===== src/hw/rtl/fwst_pkg.sv =====
// shared types, sizes and the control store for the service-time queue
// used by fwst_seq and fifo_with_service_time_find_top; depends on nothing
package fwst_pkg;

  // queue geometry and stored field widths
  localparam int QUEUE_DEPTH = 16;
  localparam int ID_BITS     = 16;
  localparam int TIME_BITS   = 16;
  localparam int PTR_W       = $clog2(QUEUE_DEPTH);
  localparam int CNT_W       = $clog2(QUEUE_DEPTH + 1);

  // port field widths
  localparam int ID_W     = 16;
  localparam int TIME_W   = 16;
  localparam int TARGET_W = 24;
  localparam int OCC_W    = 5;
  localparam int SUM_W    = ((TARGET_W > TIME_BITS) ? TARGET_W : TIME_BITS) + 1;

  // action codes
  localparam logic [1:0] ACT_ENQ  = 2'd0;
  localparam logic [1:0] ACT_DEQ  = 2'd1;
  localparam logic [1:0] ACT_PEEK = 2'd2;
  localparam logic [1:0] ACT_FIND = 2'd3;

  // status codes
  localparam logic [1:0] ST_OK    = 2'd0;
  localparam logic [1:0] ST_EMPTY = 2'd1;
  localparam logic [1:0] ST_FULL  = 2'd2;

  typedef struct packed {
    logic [ID_BITS-1:0]   id;
    logic [TIME_BITS-1:0] tm;
  } entry_t;

  typedef enum logic [3:0] {
    C_NEVER,
    C_ALWAYS,
    C_NO_IN,
    C_ACT_ENQ,
    C_ACT_DEQ,
    C_ACT_FIND,
    C_NOT_EMPTY,
    C_EMPTY,
    C_FULL,
    C_WALK_MORE,
    C_OUT_FREE
  } cond_t;

  typedef enum logic [1:0] {
    SO_KEEP,
    SO_EMPTY,
    SO_FULL
  } sop_t;

  localparam int STEP_W = 4;

  // one control word per step
  typedef struct packed {
    cond_t             cond;
    logic [STEP_W-1:0] tgt;
    logic              take;
    logic              gated;
    logic              push;
    logic              pop;
    logic              add;
    sop_t              sop;
    logic              emit;
  } cw_t;

  // datapath status seen by the sequencer
  typedef struct packed {
    logic in_valid;
    logic act_enq;
    logic act_deq;
    logic act_find;
    logic full;
    logic empty;
    logic walk_more;
    logic out_free;
  } flags_t;

  localparam logic [STEP_W-1:0] S_IDLE        = 4'd0;
  localparam logic [STEP_W-1:0] S_DISP_ENQ    = 4'd1;
  localparam logic [STEP_W-1:0] S_DISP_DEQ    = 4'd2;
  localparam logic [STEP_W-1:0] S_DISP_FIND   = 4'd3;
  localparam logic [STEP_W-1:0] S_PEEK        = 4'd4;
  localparam logic [STEP_W-1:0] S_SET_EMPTY   = 4'd5;
  localparam logic [STEP_W-1:0] S_ENQ         = 4'd6;
  localparam logic [STEP_W-1:0] S_PUSH        = 4'd7;
  localparam logic [STEP_W-1:0] S_ENQ_FULL    = 4'd8;
  localparam logic [STEP_W-1:0] S_DEQ         = 4'd9;
  localparam logic [STEP_W-1:0] S_POP         = 4'd10;
  localparam logic [STEP_W-1:0] S_WALK        = 4'd11;
  localparam logic [STEP_W-1:0] S_WALK_END    = 4'd12;
  localparam logic [STEP_W-1:0] S_SETTLE      = 4'd13;
  localparam logic [STEP_W-1:0] S_REPORT      = 4'd14;
  localparam logic [STEP_W-1:0] S_REPORT_WAIT = 4'd15;

  // control store: a taken jump goes to tgt, otherwise to the next step
  function automatic cw_t ucode(input logic [STEP_W-1:0] step);
    cw_t w;
    w = '0;
    case (step)
      S_IDLE: begin
        w.take = 1'b1;
        w.cond = C_NO_IN;
        w.tgt  = S_IDLE;
      end
      S_DISP_ENQ: begin
        w.cond = C_ACT_ENQ;
        w.tgt  = S_ENQ;
      end
      S_DISP_DEQ: begin
        w.cond = C_ACT_DEQ;
        w.tgt  = S_DEQ;
      end
      S_DISP_FIND: begin
        w.cond = C_ACT_FIND;
        w.tgt  = S_WALK;
      end
      S_PEEK: begin
        w.cond = C_NOT_EMPTY;
        w.tgt  = S_REPORT;
      end
      S_SET_EMPTY: begin
        w.sop  = SO_EMPTY;
        w.cond = C_ALWAYS;
        w.tgt  = S_REPORT;
      end
      S_ENQ: begin
        w.cond = C_FULL;
        w.tgt  = S_ENQ_FULL;
      end
      S_PUSH: begin
        w.push = 1'b1;
        w.cond = C_ALWAYS;
        w.tgt  = S_SETTLE;
      end
      S_ENQ_FULL: begin
        w.sop  = SO_FULL;
        w.cond = C_ALWAYS;
        w.tgt  = S_REPORT;
      end
      S_DEQ: begin
        w.cond = C_EMPTY;
        w.tgt  = S_SET_EMPTY;
      end
      S_POP: begin
        w.pop  = 1'b1;
        w.cond = C_ALWAYS;
        w.tgt  = S_REPORT;
      end
      S_WALK: begin
        // remove one head entry per cycle while the sum stays below target
        w.gated = 1'b1;
        w.pop   = 1'b1;
        w.add   = 1'b1;
        w.cond  = C_WALK_MORE;
        w.tgt   = S_WALK;
      end
      S_WALK_END: begin
        w.cond = C_EMPTY;
        w.tgt  = S_SET_EMPTY;
      end
      S_SETTLE: begin
        w.cond = C_NEVER;
        w.tgt  = S_REPORT;
      end
      S_REPORT: begin
        w.gated = 1'b1;
        w.emit  = 1'b1;
        w.cond  = C_OUT_FREE;
        w.tgt   = S_IDLE;
      end
      S_REPORT_WAIT: begin
        w.cond = C_ALWAYS;
        w.tgt  = S_REPORT;
      end
      default: begin
        w.cond = C_ALWAYS;
        w.tgt  = S_IDLE;
      end
    endcase
    return w;
  endfunction

endpackage


===== src/hw/rtl/fwst_seq.sv =====
// microprogram sequencer: step counter, control store lookup and jump test
// depends on fwst_pkg for the control word, flags and the program
module fwst_seq (
  input  logic             clk,
  input  logic             rst_n,
  input  fwst_pkg::flags_t flags,
  output fwst_pkg::cw_t    cw,
  output logic             taken
);

  logic [fwst_pkg::STEP_W-1:0] step_r;
  logic [fwst_pkg::STEP_W-1:0] step_nxt;

  assign cw = fwst_pkg::ucode(step_r);

  always_comb begin
    unique case (cw.cond)
      fwst_pkg::C_NEVER:     taken = 1'b0;
      fwst_pkg::C_ALWAYS:    taken = 1'b1;
      fwst_pkg::C_NO_IN:     taken = !flags.in_valid;
      fwst_pkg::C_ACT_ENQ:   taken = flags.act_enq;
      fwst_pkg::C_ACT_DEQ:   taken = flags.act_deq;
      fwst_pkg::C_ACT_FIND:  taken = flags.act_find;
      fwst_pkg::C_NOT_EMPTY: taken = !flags.empty;
      fwst_pkg::C_EMPTY:     taken = flags.empty;
      fwst_pkg::C_FULL:      taken = flags.full;
      fwst_pkg::C_WALK_MORE: taken = flags.walk_more;
      fwst_pkg::C_OUT_FREE:  taken = flags.out_free;
      default:               taken = 1'b0;
    endcase
  end

  assign step_nxt = taken ? cw.tgt : step_r + fwst_pkg::STEP_W'(1);

  always_ff @(posedge clk) begin
    if (!rst_n) begin
      step_r <= fwst_pkg::S_IDLE;
    end else begin
      step_r <= step_nxt;
    end
  end

endmodule


===== src/hw/rtl/fifo_with_service_time_find_top.sv =====
// Bounded queue of (id, service time) entries in a 16-slot ring buffer with
// enqueue, dequeue, peek and find-by-target-time actions. One item is handled
// at a time by a microcoded sequencer; a result sits in an output register so
// the next item can be taken while it waits. Find removes one head entry per
// cycle, while the summed service time stays below the target, through the
// single read port of the entry memory. No clearing pass is needed after
// reset.
// depends on fwst_pkg and fwst_seq
module fifo_with_service_time_find_top (
  input  logic        clk,
  input  logic        rst_n,
  input  logic        in_tvalid,
  output logic        in_tready,
  input  logic [55:0] in_tdata,   // entry_id[15:0], service_time[31:16], target_time[55:32]
  input  logic [1:0]  in_tuser,   // action[1:0]
  output logic        out_tvalid,
  input  logic        out_tready,
  output logic [39:0] out_tdata,  // head_id[15:0], head_time[31:16], is_empty[32],
                                  // occupancy[37:33], zero fill[39:38]
  output logic [1:0]  out_tuser   // status[1:0]
);

  localparam int PTR_W = fwst_pkg::PTR_W;
  localparam int CNT_W = fwst_pkg::CNT_W;
  localparam int SUM_W = fwst_pkg::SUM_W;

  fwst_pkg::cw_t    cw;
  fwst_pkg::flags_t flags;
  logic             taken;

  // item registers
  logic [1:0]                     act_r;
  logic [fwst_pkg::ID_BITS-1:0]   id_r;
  logic [fwst_pkg::TIME_BITS-1:0] tm_r;
  logic [fwst_pkg::TARGET_W-1:0]  tgt_r;
  logic [1:0]                     status_r;
  logic [SUM_W-1:0]               sum_r;

  // queue state
  logic [PTR_W-1:0]  head_r;
  logic [PTR_W-1:0]  head_nxt;
  logic [PTR_W-1:0]  tail_r;
  logic [CNT_W-1:0]  count_r;
  fwst_pkg::entry_t  mem [fwst_pkg::QUEUE_DEPTH];
  fwst_pkg::entry_t  rd_r;

  // result register
  logic                      out_valid_r;
  logic [1:0]                out_status_r;
  logic [fwst_pkg::ID_W-1:0]   out_id_r;
  logic [fwst_pkg::TIME_W-1:0] out_tm_r;
  logic                      out_empty_r;
  logic [fwst_pkg::OCC_W-1:0]  out_occ_r;

  logic             accept;
  logic             op_en;
  logic             push_en;
  logic             pop_en;
  logic             add_en;
  logic             emit_en;
  logic             q_empty;
  logic [SUM_W-1:0] sum_add;
  logic [PTR_W:0]   ring_sum;
  logic [PTR_W:0]   tail_chk;

  fwst_seq u_seq (
    .clk   (clk),
    .rst_n (rst_n),
    .flags (flags),
    .cw    (cw),
    .taken (taken)
  );

  assign in_tready = cw.take;
  assign accept    = in_tvalid && in_tready;

  // gated words act only when their jump is taken
  assign op_en   = !cw.gated || taken;
  assign push_en = cw.push && op_en;
  assign pop_en  = cw.pop && op_en;
  assign add_en  = cw.add && op_en;
  assign emit_en = cw.emit && op_en;

  assign q_empty = (count_r == '0);
  assign sum_add = sum_r + SUM_W'(rd_r.tm);

  always_comb begin
    flags.in_valid  = in_tvalid;
    flags.act_enq   = (act_r == fwst_pkg::ACT_ENQ);
    flags.act_deq   = (act_r == fwst_pkg::ACT_DEQ);
    flags.act_find  = (act_r == fwst_pkg::ACT_FIND);
    flags.full      = (count_r == CNT_W'(fwst_pkg::QUEUE_DEPTH));
    flags.empty     = q_empty;
    flags.walk_more = !q_empty && (sum_add < SUM_W'(tgt_r));
    flags.out_free  = !out_valid_r || out_tready;
  end

  always_comb begin
    head_nxt = head_r;
    if (pop_en) begin
      head_nxt = (head_r == PTR_W'(fwst_pkg::QUEUE_DEPTH - 1)) ? '0 : head_r + PTR_W'(1);
    end
  end

  // control state
  always_ff @(posedge clk) begin
    if (!rst_n) begin
      head_r      <= '0;
      tail_r      <= '0;
      count_r     <= '0;
      out_valid_r <= 1'b0;
    end else begin
      head_r <= head_nxt;
      if (push_en) begin
        tail_r  <= (tail_r == PTR_W'(fwst_pkg::QUEUE_DEPTH - 1)) ? '0 : tail_r + PTR_W'(1);
        count_r <= count_r + CNT_W'(1);
      end else if (pop_en) begin
        count_r <= count_r - CNT_W'(1);
      end
      if (emit_en) begin
        out_valid_r <= 1'b1;
      end else if (out_tready) begin
        out_valid_r <= 1'b0;
      end
    end
  end

  // item and result payload
  always_ff @(posedge clk) begin
    if (accept) begin
      act_r    <= in_tuser;
      id_r     <= fwst_pkg::ID_BITS'(in_tdata[15:0]);
      tm_r     <= fwst_pkg::TIME_BITS'(in_tdata[31:16]);
      tgt_r    <= in_tdata[55:32];
      status_r <= fwst_pkg::ST_OK;
      sum_r    <= '0;
    end else begin
      if (add_en) begin
        sum_r <= sum_add;
      end
      case (cw.sop)
        fwst_pkg::SO_EMPTY: status_r <= fwst_pkg::ST_EMPTY;
        fwst_pkg::SO_FULL:  status_r <= fwst_pkg::ST_FULL;
        default:            status_r <= status_r;
      endcase
    end
    if (emit_en) begin
      out_status_r <= status_r;
      out_id_r     <= q_empty ? '0 : fwst_pkg::ID_W'(rd_r.id);
      out_tm_r     <= q_empty ? '0 : fwst_pkg::TIME_W'(rd_r.tm);
      out_empty_r  <= q_empty;
      out_occ_r    <= fwst_pkg::OCC_W'(count_r);
    end
  end

  // entry memory: one write port at the tail, registered read of the next head
  always_ff @(posedge clk) begin
    if (push_en) begin
      mem[tail_r] <= '{id: id_r, tm: tm_r};
    end
    rd_r <= mem[head_nxt];
  end

  assign out_tvalid = out_valid_r;
  assign out_tuser  = out_status_r;
  assign out_tdata  = {2'b00, out_occ_r, out_empty_r, out_tm_r, out_id_r};

  // ring position the tail must hold given head and count
  assign ring_sum = {1'b0, head_r} + (PTR_W + 1)'(count_r);
  assign tail_chk = (ring_sum >= (PTR_W + 1)'(fwst_pkg::QUEUE_DEPTH)) ?
                    ring_sum - (PTR_W + 1)'(fwst_pkg::QUEUE_DEPTH) : ring_sum;

  a_count_bound: assert property (@(posedge clk) disable iff (!rst_n)
    count_r <= CNT_W'(fwst_pkg::QUEUE_DEPTH))
    else $error("entry count above queue depth");

  a_ring_consistent: assert property (@(posedge clk) disable iff (!rst_n)
    tail_r == PTR_W'(tail_chk))
    else $error("tail pointer disagrees with head and count");

  a_one_item: assert property (@(posedge clk) disable iff (!rst_n)
    accept |=> !in_tready)
    else $error("second item taken while one is in work");

  a_pop_counts: assert property (@(posedge clk) disable iff (!rst_n)
    pop_en |=> count_r == $past(count_r) - CNT_W'(1))
    else $error("pop did not lower the count by one");

  a_no_push_full: assert property (@(posedge clk) disable iff (!rst_n)
    push_en |-> !flags.full)
    else $error("push into a full queue");

endmodule

===== config.mk =====
export PLATFORM = sky130hd
export DESIGN_NAME = fifo_with_service_time_find_top
export DESIGN_NICKNAME = d
export VERILOG_FILES = /design/src/hw/rtl/fwst_pkg.sv /design/src/hw/rtl/fwst_seq.sv /design/src/hw/rtl/fifo_with_service_time_find_top.sv
export SDC_FILE = /design/constraint.sdc
export NUM_CORES = 1
export LEC_CHECK = 0
export BUFFER_PORTS_ARGS = -buffer_cell sky130_fd_sc_hd__buf_2
export CAP_MARGIN = 20
export CORE_ASPECT_RATIO = 0.75
export CORE_MARGIN = 5
export CORE_UTILIZATION = 48
export DETAILED_ROUTE_END_ITERATION = 7
export MAX_ROUTING_LAYER = met4
export SYNTH_ARGS = -nofsm -noshare
export SYNTH_HDL_FRONTEND = slang
export SYNTH_SLANG_ARGS = --single-unit
export TNS_END_PERCENT = 5

===== constraint.sdc =====
create_clock -name clk -period 8.01 [get_ports clk]
set_clock_uncertainty 0.05 [all_clocks]
set_input_delay 0.801 -clock clk [delete_from_list [all_inputs] [get_ports clk]]
set_output_delay 0.801 -clock clk [all_outputs]
set_load 0.05 [all_outputs]

==> summary.md <==
| Metric | Value |
|---|---|
| RSZ-0062 raised after global routing | `no` |
| Largest stage delay on the critical path | `0.65 ns` |
| Syn. warnings | `0` |
| Internal | `0.00660 W` |
| Grt ovf | `0` |
| Largest family of logic cells by synthesized area | `multiplexers` |
| Hold Crit Depth | `1` |
| Fin crit period | `6.53 ns` |
| Clock Power Share | `38.7%` |
| Nets | `1941` |
| Mux cell area share after synthesis | `10.8%` |
| Cell family with most CP delay | `compound AO/OA/AOI/OAI gates` |
| Part of the power in registers | `49.8%` |
| Relative slew slack | `26.4%` |
| Clock transition at path regs | `0.06 ns` |
| Area of the core | `57500 um2` |
| Final wirelength | `62700 um` |
| Initial DRC Count | `1273` |
| Final setup fails | `0` |
| Top-level port count | `106` |
| Number of slew-limit violations in the final report | `0` |
| Post_cts resized | `0` |
| Fmax | `0.153 GHz` |
| CP max stage cell | `buf_12` |
| FF+latch count, synth | `687` |
| WP depth | `22` |
| Die H | `219 um` |
| Mapped Area | `28000 um2` |
| Routability cong. | `0.852` |
| Share of layout cells above drive strength 1 | `20.7%` |
| Post-synth EDFFs | `610` |
| Max-Cap Viols | `0` |
| Worst Hold Class | `in2reg` |
| Antenna violations before repair | `1` |
| CP Capture Type | `flop` |
| Clock Latency Late Sink | `0.60 ns` |
| Pwr Total | `0.00875 W` |
| Worst Slack Setup Final | `1.48 ns` |
| Syn Area/Cell | `16.4 um2` |
| Most frequent cell after synthesis | `edfxtp_1` |
| Layout area overhead | `14.0%` |
| Crit path buffers/inverters | `2` |
| Fill count | `4534` |
| Top FF cell, synth | `edfxtp_1` |
| Ranking of synthesized cells by area | `edfxtp_1 (66%), dfxtp_1 (5.5%), mux4_2 (4.0%), mux2i_1 (2.8%), mux2_2 (2.6%)` |
| Starting Density | `48.6%` |
| CTS Hold Bufs | `0` |
| Vias in the first global route | `15365` |
| Detail Route Antenna Nets | `0` |
| Min-delay src | `in_tdata[10]` |
| Critical-path cell list | `ha_1 > inv_1 > fa_1 > nand2b_1 > a21o_1 > a211o_1 > nand2_1 > and3_1 > and3_1 > and3_1 > xor2_1 > ha_1 > a211oi_1 > o21ai_0 > a222oi_1 > o221ai_1 > or4_1 > o211ai_4 > buf_12 > mux2_2 > o211ai_1 > nand3_1` |
| Net switching power | `0.00216 W` |
| Final Hold Vio Count | `0` |
| First-pass GRT wire length | `95200 um` |
| # DRC | `0` |
| Worst Setup Path Type | `reg2reg` |
| Clock Tree Buf Depth | `3` |
| Adder-Cell Fraction of Synth Area | `2.47%` |
| Compound-cell area share of the yosys netlist | `5.96%` |
| Vias/cell | `5.65` |
| Worst slew pin tran | `1.10 ns` |
| Leak pwr | `10.8 nW` |
| CTS H-tree depth | `3` |
| 1st-pass router iterations | `5` |
| Status | `completed` |
| Count of cell types in the netlist | `73` |
| Crit Path Max Fanout | `119` |
| Register area | `19900 um2` |
| PD cells | `275 nW/um2` |
| Clock sink total | `687` |
| Share of the synthesized area in the top cell type | `65.5%` |
| Clock root buffer | `clkbuf_16` |
| Port Buffers | `103` |
| Sequential area share after synthesis | `71.0%` |
| Commonest cells post-synth | `edfxtp_1 (610), nand2_1 (121), mux2i_1 (79)` |
| Synth async-reset ratio | `0%` |
| Post-Synth XOR/XNOR Area | `1.16%` |
| Die width | `289 um` |
| Critical Path RT | `8.37 ns` |
| Logic pwr share | `11.5%` |
| Synth Area in Simple Gates | `6.09%` |
| FP Rows | `76` |
| Worst vdd ir | `149 uV` |
| CP Launch Type | `flop` |
| Sw frac | `24.6%` |
| GR Util All Layers | `20.6%` |
| CP most frequent cell | `and3_1` |
| Final TNS setup | `0 ns` |
| Die Area | `63200 um2` |
| Pre-CTS setup slack | `1.47 ns` |
| R2R Setup Slk | `1.48 ns` |
| Worst Hold End | `id_r[10]` |
| Final HPWL DP | `33800 um` |
| Crit share post-route | `81.6%` |
| Area occupied by multi-input gates | `7610 um2` |
| Cts bufs inserted | `69` |
| Cells after Synth | `1700` |
| Cell taking the most area after synthesis | `edfxtp_1` |
| Largest net degree at the start of global routing | `120` |
| Worst R2R Path Depth | `22` |
| CTS tree | `yes` |
| Fin util | `55.4%` |
| WL/cell | `23.6 um` |
| Worst R2R Start | `sum_r[0]` |
| Via count | `15033` |
| Setup bufs post-CTS | `0` |
| WP data arrival | `6.89 ns` |
| Reg-to-reg endpoint | `rd_r[13]` |
[routing by layer]
metal | up-vias | routed length [um] | global-route usage, %
met2 | 371 | 29200 | 31.2
met5 | - | 0 | -
met3 | 72 | 3350 | 4.04
li1 | 6869 | - | -
met1 | 7721 | 29200 | 29.6
met4 | 0 | 960 | 4.33
[how the worst max path moves through the flow]
| stage | startpoint | endpoint | slack, ns |
|---|---|---|---|
| floorplan | sum_r[0] | out_empty_r | 2.05 |
| global placement | sum_r[1] | rd_r[13] | 1.67 |
| detailed placement | sum_r[0] | rd_r[13] | 1.47 |
| CTS | sum_r[0] | rd_r[13] | 1.46 |
| global route | sum_r[0] | rd_r[13] | 0.98 |
| finish | sum_r[0] | rd_r[13] | 1.48 |
[cell type report]
cell class	instances	share of cell area, %
antenna	1	0.00785
tap	780	3.06
sequential	687	62.3
inverter	44	0.518
clock inverter	28	1.31
timing repair buffer	138	2.70
clock buffer	98	6.18
multi-input combinational	885	23.9
[cell usage in the layout, fill, tap and decap left out, drive strengths merged, types with 14 or more instances in the layout]
master and instances:
a21oi 42, a22oi 32, buf 138, clkbuf 98
clkinv 15, dfxtp 77, edfxtp 610, ha 52
inv 45, mux2 65, mux2i 80, mux4 64
nand2 121, nand3 44, nor2 58, nor2b 46
nor3 14, o211ai 71, o21ai 21, xnor2 22
xor2 15
[power groups by stage]
stage / Sequential, W / Clock (W) / Combinational, W
6_report: 0.00436 / 0.00338 / 0.00101
5_1_grt: 0.00439 / 0.00360 / 0.00111
4_1_cts: 0.00437 / 0.00346 / 0.00101
3_5_place_dp: 0.00444 / 0 / 0.00101
3_3_place_gp: 0.00443 / 0 / 0.000990
2_1_floorplan: 0.00436 / 0 / 0.000756
[flip-flops by register name (all words and copies together), names as in the netlist, 4 cells and up]
| register | cells |
|---|---|
| out_tm_r | 16 |
| out_occ_r | 5 |
| mem | 512 |
| rd_r | 32 |
| head_r | 4 |
| id_r | 16 |
| out_id_r | 16 |
| sum_r | 25 |
| u_seq.step_r | 4 |
| tail_r | 4 |
| count_r | 5 |
| tgt_r | 24 |
| tm_r | 16 |
[through the flow]
| stage | std cells | area (um2) | hold slack, ns |
|---|---|---|---|
| 2_1_floorplan | 1701 | 28000 | 0.358 |
| 3_3_place_gp | 2533 | 29400 | 0.375 |
| 3_5_place_dp | 2533 | 29400 | 0.401 |
| 4_1_cts | 2659 | 31800 | 0.277 |
| 5_1_grt | 2661 | 31900 | 0.290 |
| 6_report | 2661 | 31900 | 0.317 |
[logic make-up (layout without fill, tap and decap cells)]
| logic type | Yosys count | after routing |
|---|---|---|
| XOR/XNOR | 37 | 37 |
| multiplexers | 209 | 209 |
| adder cells (fa/ha/maj) | 54 | 54 |
| buffers and inverters | 129 | 308 |
| AND/OR/NAND/NOR | 350 | 350 |
| AO/OA/AOI/OAI | 233 | 233 |
| other | 1 | 3 |
| flip-flops | 687 | 687 |
(Power assumes the default switching activity.)
